[config.mk]
export PLATFORM = sky130hd
export DESIGN_NAME = bcd_alarm_clock_controller_top
export DESIGN_NICKNAME = d
export VERILOG_FILES = /design/src/rtl/bacc_pkg.sv /design/src/rtl/bcd_alarm_clock_controller_top.sv
export SDC_FILE = /design/constraint.sdc
export NUM_CORES = 1
export LEC_CHECK = 0
export BUFFER_PORTS_ARGS = -buffer_cell sky130_fd_sc_hd__buf_2
export CORE_MARGIN = 1
export CORE_UTILIZATION = 61
export CTS_CLUSTER_SIZE = 8
export DETAILED_ROUTE_END_ITERATION = 16
export PLACE_DENSITY = 0.78
export SLEW_MARGIN = 20
export SYNTH_ARGS = -nofsm -noshare
export SYNTH_HDL_FRONTEND = slang
export SYNTH_SLANG_ARGS = --single-unit
[constraint.sdc]
create_clock -name clk_i -period 13.7 [get_ports clk_i]
set_clock_uncertainty 0.1 [all_clocks]
set_input_delay 0 -clock clk_i [delete_from_list [all_inputs] [get_ports clk_i]]
set_output_delay 0 -clock clk_i [all_outputs]
set_load 0.01 [all_outputs]
[src/rtl/bacc_pkg.sv]
// Shared types, constants and BCD digit step functions for the alarm clock controller.
// Used by bcd_alarm_clock_controller_top; depends on nothing else.
package bacc_pkg;

  localparam int unsigned THRESHOLD_W = 6;
  localparam int unsigned DURATION_W  = 10;
  localparam int unsigned CFG_DATA_W  = 10;

  localparam logic [THRESHOLD_W-1:0] RESET_THRESHOLD = 6'd50;
  localparam logic [DURATION_W-1:0]  RESET_DURATION  = 10'd560;

  // Blink phase runs alongside the alarm counter, modulo five.
  localparam int unsigned BLINK_PERIOD = 5;
  localparam int unsigned PHASE_W      = $clog2(BLINK_PERIOD);
  localparam logic [PHASE_W-1:0] PHASE_DARK = PHASE_W'(1);
  localparam logic [PHASE_W-1:0] PHASE_LIT  = PHASE_W'(0);
  localparam logic [PHASE_W-1:0] PHASE_LAST = PHASE_W'(BLINK_PERIOD - 1);

  localparam logic [3:0] POINTS_MINUTES = 4'd3;
  localparam logic [3:0] POINTS_HOURS   = 4'd12;

  typedef enum logic {
    CFG_THRESHOLD = 1'b0,
    CFG_DURATION  = 1'b1
  } cfg_idx_e;

  typedef enum logic [1:0] {
    MODE_SET_CLOCK = 2'd0,
    MODE_SET_ALARM = 2'd1,
    MODE_DISPLAY   = 2'd2,
    MODE_ALARMING  = 2'd3
  } mode_e;

  typedef struct packed {
    logic [1:0] hr_tens;
    logic [3:0] hr_ones;
    logic [2:0] min_tens;
    logic [3:0] min_ones;
  } bcd_time_t;

  localparam bcd_time_t TIME_ZERO = '{hr_tens: 2'd0, hr_ones: 4'd0,
                                      min_tens: 3'd0, min_ones: 4'd0};
  localparam bcd_time_t TIME_NOON = '{hr_tens: 2'd1, hr_ones: 4'd2,
                                      min_tens: 3'd0, min_ones: 4'd0};

  function automatic bcd_time_t min_up(bcd_time_t t);
    bcd_time_t r;
    r = t;
    if (t.min_ones == 4'd9) begin
      r.min_ones = 4'd0;
      r.min_tens = (t.min_tens == 3'd5) ? 3'd0 : t.min_tens + 3'd1;
    end else begin
      r.min_ones = t.min_ones + 4'd1;
    end
    return r;
  endfunction

  function automatic bcd_time_t min_down(bcd_time_t t);
    bcd_time_t r;
    r = t;
    if (t.min_ones == 4'd0) begin
      r.min_ones = 4'd9;
      r.min_tens = (t.min_tens == 3'd0) ? 3'd5 : t.min_tens - 3'd1;
    end else begin
      r.min_ones = t.min_ones - 4'd1;
    end
    return r;
  endfunction

  function automatic bcd_time_t hr_up(bcd_time_t t);
    bcd_time_t r;
    r = t;
    if (t.hr_tens == 2'd2 && t.hr_ones == 4'd3) begin
      r.hr_tens = 2'd0;
      r.hr_ones = 4'd0;
    end else if (t.hr_ones == 4'd9) begin
      r.hr_tens = t.hr_tens + 2'd1;
      r.hr_ones = 4'd0;
    end else begin
      r.hr_ones = t.hr_ones + 4'd1;
    end
    return r;
  endfunction

  function automatic bcd_time_t hr_down(bcd_time_t t);
    bcd_time_t r;
    r = t;
    if (t.hr_ones == 4'd0) begin
      if (t.hr_tens == 2'd0) begin
        r.hr_ones = 4'd3;
        r.hr_tens = 2'd2;
      end else begin
        r.hr_ones = 4'd9;
        r.hr_tens = t.hr_tens - 2'd1;
      end
    end else begin
      r.hr_ones = t.hr_ones - 4'd1;
    end
    return r;
  endfunction

  // Apply the up pulse, then the down pulse, to the field being edited.
  function automatic bcd_time_t edit_step(bcd_time_t t, logic hours, logic up, logic down);
    bcd_time_t r;
    r = t;
    if (!hours) begin
      if (up)   r = min_up(r);
      if (down) r = min_down(r);
    end else begin
      if (up)   r = hr_up(r);
      if (down) r = hr_down(r);
    end
    return r;
  endfunction

endpackage

[src/rtl/bcd_alarm_clock_controller_top.sv]
// Top level of the 24-hour BCD alarm clock controller: button edge detect, time keeping,
// mode sequencing and a registered result word. Depends on bacc_pkg.
//
// Usage
//   Input channel: one word per loop tick, carrying the five raw button levels
//   (btn_*_i), qualified by in_valid_i; the block pushes back with in_stall_o.
//   Output channel: one result word per input word (mode, shown digits, decimal
//   points, blank and tone enable), qualified by out_valid_o; the consumer pushes
//   back with out_stall_i.
//   Configuration: cfg_we_i writes cfg_data_i into register cfg_idx_i (0: minute
//   tick threshold, 1: alarm duration in ticks). Write only while no word is in
//   flight.
// Timing
//   The result for a word is written into the result register at the edge that
//   accepts it. Throughput is one word per cycle while out_stall_i is low, set by the
//   single result register; all state updates happen in that same edge.
//   While the consumer stalls, the result register holds and in_stall_o rises,
//   so at most one finished word waits. A new word is taken in the cycle the
//   waiting one is drained.
// Reset
//   rst_ni clears all state: mode set clock, time and alarm 00:00, locks clear,
//   threshold 50 and duration 560, no result pending.
module bcd_alarm_clock_controller_top (
  input  logic       clk_i,
  input  logic       rst_ni,
  // configuration
  input  logic       cfg_we_i,
  input  logic       cfg_idx_i,
  input  logic [bacc_pkg::CFG_DATA_W-1:0] cfg_data_i,
  // input words
  input  logic       in_valid_i,
  output logic       in_stall_o,
  input  logic       btn_center_i,
  input  logic       btn_up_i,
  input  logic       btn_left_i,
  input  logic       btn_down_i,
  input  logic       btn_right_i,
  // result words
  output logic       out_valid_o,
  input  logic       out_stall_i,
  output logic [1:0] mode_o,
  output logic [3:0] show_min_ones_o,
  output logic [2:0] show_min_tens_o,
  output logic [3:0] show_hr_ones_o,
  output logic [1:0] show_hr_tens_o,
  output logic [3:0] point_mask_o,
  output logic       blank_o,
  output logic       tone_on_o
);

  localparam int unsigned NUM_LOCKS = 6;
  localparam int unsigned LOCK_C  = 0;
  localparam int unsigned LOCK_U  = 1;
  localparam int unsigned LOCK_L  = 2;
  localparam int unsigned LOCK_D  = 3;
  localparam int unsigned LOCK_R  = 4;
  localparam int unsigned LOCK_CR = 5;

  // Configuration registers
  logic [bacc_pkg::THRESHOLD_W-1:0] thr_q;
  logic [bacc_pkg::DURATION_W-1:0]  dur_q;

  // Controller state
  bacc_pkg::mode_e                  mode_q, mode_d;
  bacc_pkg::bcd_time_t              time_q, time_d;
  bacc_pkg::bcd_time_t              alarm_q, alarm_d;
  logic                             edit_hours_q, edit_hours_d;
  logic [bacc_pkg::THRESHOLD_W-1:0] tick_q, tick_d;
  logic [bacc_pkg::DURATION_W-1:0]  count_q, count_d;
  logic [bacc_pkg::PHASE_W-1:0]     phase_q, phase_d;
  logic [NUM_LOCKS-1:0]             locks_q, locks_d;
  logic [3:0]                       points_q, points_d;
  logic                             blank_q, blank_d;
  logic                             tone_q, tone_d;
  logic                             match_q, match_d;

  // Result register
  logic                             out_valid_q;
  logic [1:0]                       out_mode_q;
  bacc_pkg::bcd_time_t              out_show_q, out_show_d;
  logic [3:0]                       out_points_q, out_points_d;
  logic                             out_blank_q, out_blank_d;
  logic                             out_tone_q;

  logic in_fire;
  logic pc, pu, pl, pd, pr, pcr;
  logic roll;

  // Take a word whenever the result slot is free or drains this cycle.
  assign in_stall_o = out_valid_q & out_stall_i;
  assign in_fire    = in_valid_i & ~in_stall_o;

  // Press pulses: a lock follows the level, so a pulse is level high with lock clear.
  assign pc = btn_center_i & ~locks_q[LOCK_C];
  assign pu = btn_up_i     & ~locks_q[LOCK_U];
  assign pl = btn_left_i   & ~locks_q[LOCK_L];
  assign pd = btn_down_i   & ~locks_q[LOCK_D];
  assign pr = btn_right_i  & ~locks_q[LOCK_R];
  // Combined lock releases only once both buttons are up.
  assign pcr = btn_center_i & btn_right_i & ~locks_q[LOCK_CR];

  assign roll = (tick_q > thr_q);

  always_comb begin
    mode_d       = mode_q;
    time_d       = time_q;
    alarm_d      = alarm_q;
    tick_d       = tick_q;
    count_d      = count_q;
    phase_d      = phase_q;
    points_d     = points_q;
    blank_d      = blank_q;
    tone_d       = tone_q;

    locks_d[LOCK_C]  = btn_center_i;
    locks_d[LOCK_U]  = btn_up_i;
    locks_d[LOCK_L]  = btn_left_i;
    locks_d[LOCK_D]  = btn_down_i;
    locks_d[LOCK_R]  = btn_right_i;
    locks_d[LOCK_CR] = (btn_center_i & btn_right_i) |
                       (locks_q[LOCK_CR] & (btn_center_i | btn_right_i));

    edit_hours_d = edit_hours_q ^ pl;

    // Advance the clock outside set clock mode.
    if (mode_q != bacc_pkg::MODE_SET_CLOCK) begin
      if (roll) begin
        tick_d = '0;
        if (time_q.min_ones == 4'd9 && time_q.min_tens == 3'd5) begin
          time_d = bacc_pkg::hr_up(time_q);
        end
        time_d = bacc_pkg::min_up(time_d);
      end else begin
        tick_d = tick_q + bacc_pkg::THRESHOLD_W'(1);
      end
    end

    unique case (mode_q)
      bacc_pkg::MODE_SET_CLOCK: begin
        if (pr) begin
          time_d = bacc_pkg::TIME_ZERO;
        end else if (pc) begin
          mode_d  = bacc_pkg::MODE_SET_ALARM;
          alarm_d = bacc_pkg::TIME_NOON;
        end
        points_d = edit_hours_d ? bacc_pkg::POINTS_HOURS : bacc_pkg::POINTS_MINUTES;
        time_d   = bacc_pkg::edit_step(time_d, edit_hours_d, pu, pd);
      end
      bacc_pkg::MODE_SET_ALARM: begin
        if (pr) begin
          mode_d = bacc_pkg::MODE_SET_CLOCK;
          time_d = bacc_pkg::TIME_ZERO;
        end else if (pc) begin
          mode_d = bacc_pkg::MODE_DISPLAY;
        end
        points_d = edit_hours_d ? bacc_pkg::POINTS_HOURS : bacc_pkg::POINTS_MINUTES;
        alarm_d  = bacc_pkg::edit_step(alarm_q, edit_hours_d, pu, pd);
      end
      bacc_pkg::MODE_DISPLAY: begin
        if (pr) begin
          mode_d = bacc_pkg::MODE_SET_CLOCK;
          time_d = bacc_pkg::TIME_ZERO;
        end else if (pc) begin
          mode_d = bacc_pkg::MODE_SET_ALARM;
        end
        // Fire only on the first tick of a match.
        if (time_d == alarm_q && !match_q) begin
          mode_d  = bacc_pkg::MODE_ALARMING;
          count_d = '0;
          phase_d = bacc_pkg::PHASE_LIT;
          blank_d = 1'b0;
        end
      end
      bacc_pkg::MODE_ALARMING: begin
        if (count_q == dur_q) begin
          tone_d = 1'b0;
          mode_d = bacc_pkg::MODE_DISPLAY;
        end else begin
          if (phase_q == bacc_pkg::PHASE_DARK) begin
            blank_d = 1'b1;
          end else if (phase_q == bacc_pkg::PHASE_LIT) begin
            blank_d = 1'b0;
          end
          tone_d  = 1'b1;
          count_d = count_q + bacc_pkg::DURATION_W'(1);
          // Keep the phase equal to the count modulo five, across the count wrap too.
          if (count_q == '1 || phase_q == bacc_pkg::PHASE_LAST) begin
            phase_d = bacc_pkg::PHASE_LIT;
          end else begin
            phase_d = phase_q + bacc_pkg::PHASE_W'(1);
          end
        end
        if (pcr) begin
          tone_d = 1'b0;
          mode_d = bacc_pkg::MODE_DISPLAY;
        end
      end
      default: begin
        mode_d = mode_q;
      end
    endcase

    match_d = (time_d == alarm_d);
  end

  // Build the result word from the updated state.
  always_comb begin
    out_blank_d  = (mode_d == bacc_pkg::MODE_ALARMING) & blank_d;
    out_points_d = points_d;
    if (mode_d == bacc_pkg::MODE_SET_ALARM || mode_d == bacc_pkg::MODE_ALARMING) begin
      out_show_d = alarm_d;
    end else begin
      out_show_d = time_d;
    end
    if (out_blank_d) begin
      out_show_d   = bacc_pkg::TIME_ZERO;
      out_points_d = '0;
    end
  end

  // Configuration writes
  always_ff @(posedge clk_i or negedge rst_ni) begin
    if (!rst_ni) begin
      thr_q <= bacc_pkg::RESET_THRESHOLD;
      dur_q <= bacc_pkg::RESET_DURATION;
    end else if (cfg_we_i) begin
      case (bacc_pkg::cfg_idx_e'(cfg_idx_i))
        bacc_pkg::CFG_THRESHOLD: thr_q <= cfg_data_i[bacc_pkg::THRESHOLD_W-1:0];
        bacc_pkg::CFG_DURATION:  dur_q <= cfg_data_i[bacc_pkg::DURATION_W-1:0];
        default:                 thr_q <= thr_q;
      endcase
    end
  end

  // Controller state: advance once per accepted word.
  always_ff @(posedge clk_i or negedge rst_ni) begin
    if (!rst_ni) begin
      mode_q       <= bacc_pkg::MODE_SET_CLOCK;
      time_q       <= bacc_pkg::TIME_ZERO;
      alarm_q      <= bacc_pkg::TIME_ZERO;
      edit_hours_q <= 1'b0;
      tick_q       <= '0;
      count_q      <= '0;
      phase_q      <= bacc_pkg::PHASE_LIT;
      locks_q      <= '0;
      points_q     <= '0;
      blank_q      <= 1'b0;
      tone_q       <= 1'b0;
      match_q      <= 1'b0;
    end else if (in_fire) begin
      mode_q       <= mode_d;
      time_q       <= time_d;
      alarm_q      <= alarm_d;
      edit_hours_q <= edit_hours_d;
      tick_q       <= tick_d;
      count_q      <= count_d;
      phase_q      <= phase_d;
      locks_q      <= locks_d;
      points_q     <= points_d;
      blank_q      <= blank_d;
      tone_q       <= tone_d;
      match_q      <= match_d;
    end
  end

  // Result slot valid: set on accept, drop when drained without a new word.
  always_ff @(posedge clk_i or negedge rst_ni) begin
    if (!rst_ni) begin
      out_valid_q <= 1'b0;
    end else if (in_fire) begin
      out_valid_q <= 1'b1;
    end else if (!out_stall_i) begin
      out_valid_q <= 1'b0;
    end
  end

  // Result payload: hold while stalled.
  always_ff @(posedge clk_i) begin
    if (in_fire) begin
      out_mode_q   <= mode_d;
      out_show_q   <= out_show_d;
      out_points_q <= out_points_d;
      out_blank_q  <= out_blank_d;
      out_tone_q   <= tone_d;
    end
  end

  assign out_valid_o     = out_valid_q;
  assign mode_o          = out_mode_q;
  assign show_min_ones_o = out_show_q.min_ones;
  assign show_min_tens_o = out_show_q.min_tens;
  assign show_hr_ones_o  = out_show_q.hr_ones;
  assign show_hr_tens_o  = out_show_q.hr_tens;
  assign point_mask_o    = out_points_q;
  assign blank_o         = out_blank_q;
  assign tone_on_o       = out_tone_q;

`ifndef SYNTHESIS
  // Every accepted word leaves a result in the slot at the next edge.
  a_accept_fills: assert property (@(posedge clk_i) disable iff (!rst_ni)
    in_fire |=> out_valid_q)
    else $error("accepted word left no result");

  // The tone only sounds while alarming.
  a_tone_mode: assert property (@(posedge clk_i) disable iff (!rst_ni)
    tone_q |-> mode_q == bacc_pkg::MODE_ALARMING)
    else $error("tone on outside alarming mode");

  // Alarming is entered only from display.
  a_alarm_entry: assert property (@(posedge clk_i) disable iff (!rst_ni)
    (mode_q == bacc_pkg::MODE_ALARMING && $past(mode_q) != bacc_pkg::MODE_ALARMING)
      |-> $past(mode_q) == bacc_pkg::MODE_DISPLAY)
    else $error("alarming entered from a mode other than display");

  // Kept time stays a legal BCD time of day.
  a_time_range: assert property (@(posedge clk_i) disable iff (!rst_ni)
    time_q.min_ones <= 4'd9 && time_q.min_tens <= 3'd5 && time_q.hr_ones <= 4'd9 &&
    (time_q.hr_tens < 2'd2 || (time_q.hr_tens == 2'd2 && time_q.hr_ones <= 4'd3)))
    else $error("time digits out of range");
`endif

endmodule

==> reports/metrics.yaml <==
cap_viol_max_count: 0
grt_pass1_vias: 7467
cts_setup_buffers: 0
hpwl_mm: 16.7
drt_pass1_iterations: 5
io_buffer_count: 43
clock_sinks: 99
end_kind: "register"
rows: 41
worstSetupStartpointType: "register"
fin_tns_setup_ns: 0
grt_pass1_wl_mm: 38.6
drive_gt1_share_pct: 11.7
drt_iter0_drc: 886
hold_path_class: "in2reg"
htreeDepth: 3
synth_fp_nets: 1071
clkLatencyLatePin_ns: 0.36
dp_slack_ns: 7.74
syn_inst: 1018
initial_core_util_pct: 63.5
yosysWarnings: 0
cts_tree: "yes"
synthFlopType: "dfrtp_1"
io_pins: 44
antenna_found_initial: 0
worstSetupPathType: "reg2reg"
min_period_ns: 6.05
hold_viol: 0
die_area_um2: 13800
synth_top_area_share_pct: 22.1
cts_resized: 0
vdd.ir_drop.worst_uv: 189
clock_path_buffers: 2
period_share_pct: 44.2
final-setup-viol-count: 0
final.setup.worst_slack_ns: 7.65
vias_per_cell: 6.48
ys_seq_area_share_pct: 31.8
utilization_pct: 70.1
grt_max_degree: 79
ant_nets: 0
final_cell_mix: "nand2_1 (156), nor2_1 (95), o21ai_0 (83)"
coreArea_um2: 12800
nets: 1108
vias: 7985
die_h_um: 118
leakage_nw: 3.71
netlist_area_um2: 8140
synth.avg_cell_area_um2: 8.00
fmax_mhz: 165
track_usage_pct: 35.2
overflow: 0
synth_area_leaders: "dfrtp_1 (22%), edfxtp_1 (7.7%), nand2_1 (7.2%)"
synth-seq-cells: 99
worstMarginPinSlew_ns: 1.04
layoutNonFillerInstCount: 1232
areaGrowthSynthToFinish_pct: 10.4
synth.distinct_cells: 86
wl_per_cell_um: 19.3
n_antenna_cell: 0
status: "finished, final reports clean"
cts_buffers: 9
synth_area_leader_cell: "dfrtp_1"
dp.cells: 1189
path_max_fanout: 17
arrival_ns: 6.23
rsz0062_at_grt: "false"
synth_edf_count: 21
drc_errors: 0
relSlewSlack_pct: 30.6
critPathRequiredTime_ns: 13.88
die_w_um: 118
power_density_nw_per_um2: 214
cts_root_buf: "clkbuf_16"
routed_wl_mm: 23.8
slew_violations: 0
path_clk_slew_ns: 0.07
synth-async-reset-ratio_pct: 78.8
final_common_cell: "nand2_1"
place.gp.congestion: 1.01
==> flip-flops by register name, summed over array words and instances (netlist names), 2 cells and up <==
signal	count
show_min_tens_o	3
locks_q	6
show_hr_ones_o	4
alarm_q	13
point_mask_o	4
mode_q	2
points_q	4
phase_q	3
time_q	13
show_hr_tens_o	2
thr_q	6
mode_o	2
dur_q	10
show_min_ones_o	4
tick_q	6
count_q	10
==> critical path: stages (launching register included) <==
cell	delay (ns)
dfstp_2	0.52
inv_1	0.06
ha_1	0.35
and4_1	0.29
o21a_4	0.18
nor3_2	0.83
o21ai_0	0.29
a21oi_1	0.32
ha_1	0.21
nand2_1	0.09
o31ai_1	0.47
nor2_1	0.14
a21oi_1	0.19
ha_1	0.24
nand3_1	0.14
mux2_4	0.35
mux2i_1	0.14
a2111o_1	0.37
or4_1	0.51
o21ai_1	0.16
==> layer usage <==
| metal | track usage, % | vias up | part of all wire [%] |
|---|---|---|---|
| met5 | 0 | - | 0 |
| met4 | 13.5 | 0 | 3.1 |
| met3 | 7.03 | 68 | 9.0 |
| met2 | 55.8 | 386 | 46 |
| met1 | 47.4 | 3775 | 42 |
| li1 | - | 3756 | - |
==> repair_timing <==
action,in CTS,in global routing
endpoints found under the hold margin,95,0
setup endpoints to repair,0,0
hold buffers,27,0
==> power by group <==
| part | switching (mW) | total, mW | internal (mW) |
|---|---|---|---|
| Clock | 0.118 | 0.243 | 0.125 |
| Combinational | 0.735 | 1.15 | 0.416 |
| Sequential | 0.121 | 0.531 | 0.410 |
==> metrics by stage <==
stage	hold WS [ns]	cell area (µm²)	power (mW)
2_1_floorplan	-0.396	8140	1.32
3_3_place_gp	0.100	8440	1.62
3_5_place_dp	0.109	8440	1.63
4_1_cts	0.0715	8980	1.89
5_1_grt	0.146	8990	2.05
6_report	0.0919	8990	1.92
==> cell type report <==
cell class	count	area, µm²
tap	172	215
fill	1013	3830
multi-input combinational	815	5150
clock buffer	11	233
inverter	48	180
timing repair buffer	82	582
sequential	99	2590
clock inverter	5	38.8
==> cells in the mapped netlist (10+ instances only) <==
| library cell | n |
|---|---|
| a21oi_1 | 43 |
| mux2_2 | 25 |
| nor2b_1 | 12 |
| nand3_1 | 38 |
| clkbuf_1 | 41 |
| o21ai_0 | 83 |
| a22oi_1 | 10 |
| nand4_1 | 17 |
| ha_1 | 32 |
| xnor2_1 | 28 |
| edfxtp_1 | 21 |
| a21o_1 | 10 |
| dfrtp_1 | 72 |
| mux2i_1 | 13 |
| nand2_1 | 157 |
| xor2_1 | 20 |
| nor2_1 | 95 |
| nor3_1 | 28 |
| nand2b_1 | 22 |
| o211ai_1 | 12 |
| a31oi_1 | 11 |
| inv_1 | 46 |
| o31ai_1 | 13 |
==> logic make-up after synthesis <==
kind of cell / Yosys count / synth area share [%]
xor+xnor: 48 / 5.16
simple gates: 424 / 24.6
flops: 99 / 31.8
fa+ha+maj: 32 / 4.92
compound gates: 270 / 22.8
buf+inv: 104 / 5.13
mux: 41 / 5.58
==> worst paths after layout <==
path,from,endpoint,slack [ns],cells past startpoint
min reg2reg,locks_q[0]$_DFFE_PN0P_,locks_q[0]$_DFFE_PN0P_,0.37,2
max reg2reg,thr_q[5]$_DFFE_PN1P_,match_q$_DFFE_PN0P_,7.65,19
max,thr_q[5]$_DFFE_PN1P_,match_q$_DFFE_PN0P_,7.65,19
max in group asynchronous,rst_ni,tick_q[5]$_DFFE_PN0P_,12.87,2
min,cfg_we_i,thr_q[4]$_DFFE_PN1P_,0.09,4
min in group asynchronous,rst_ni,count_q[5]$_DFFE_PN0P_,0.14,2
Note: power is estimated with default switching activity, not from simulation.
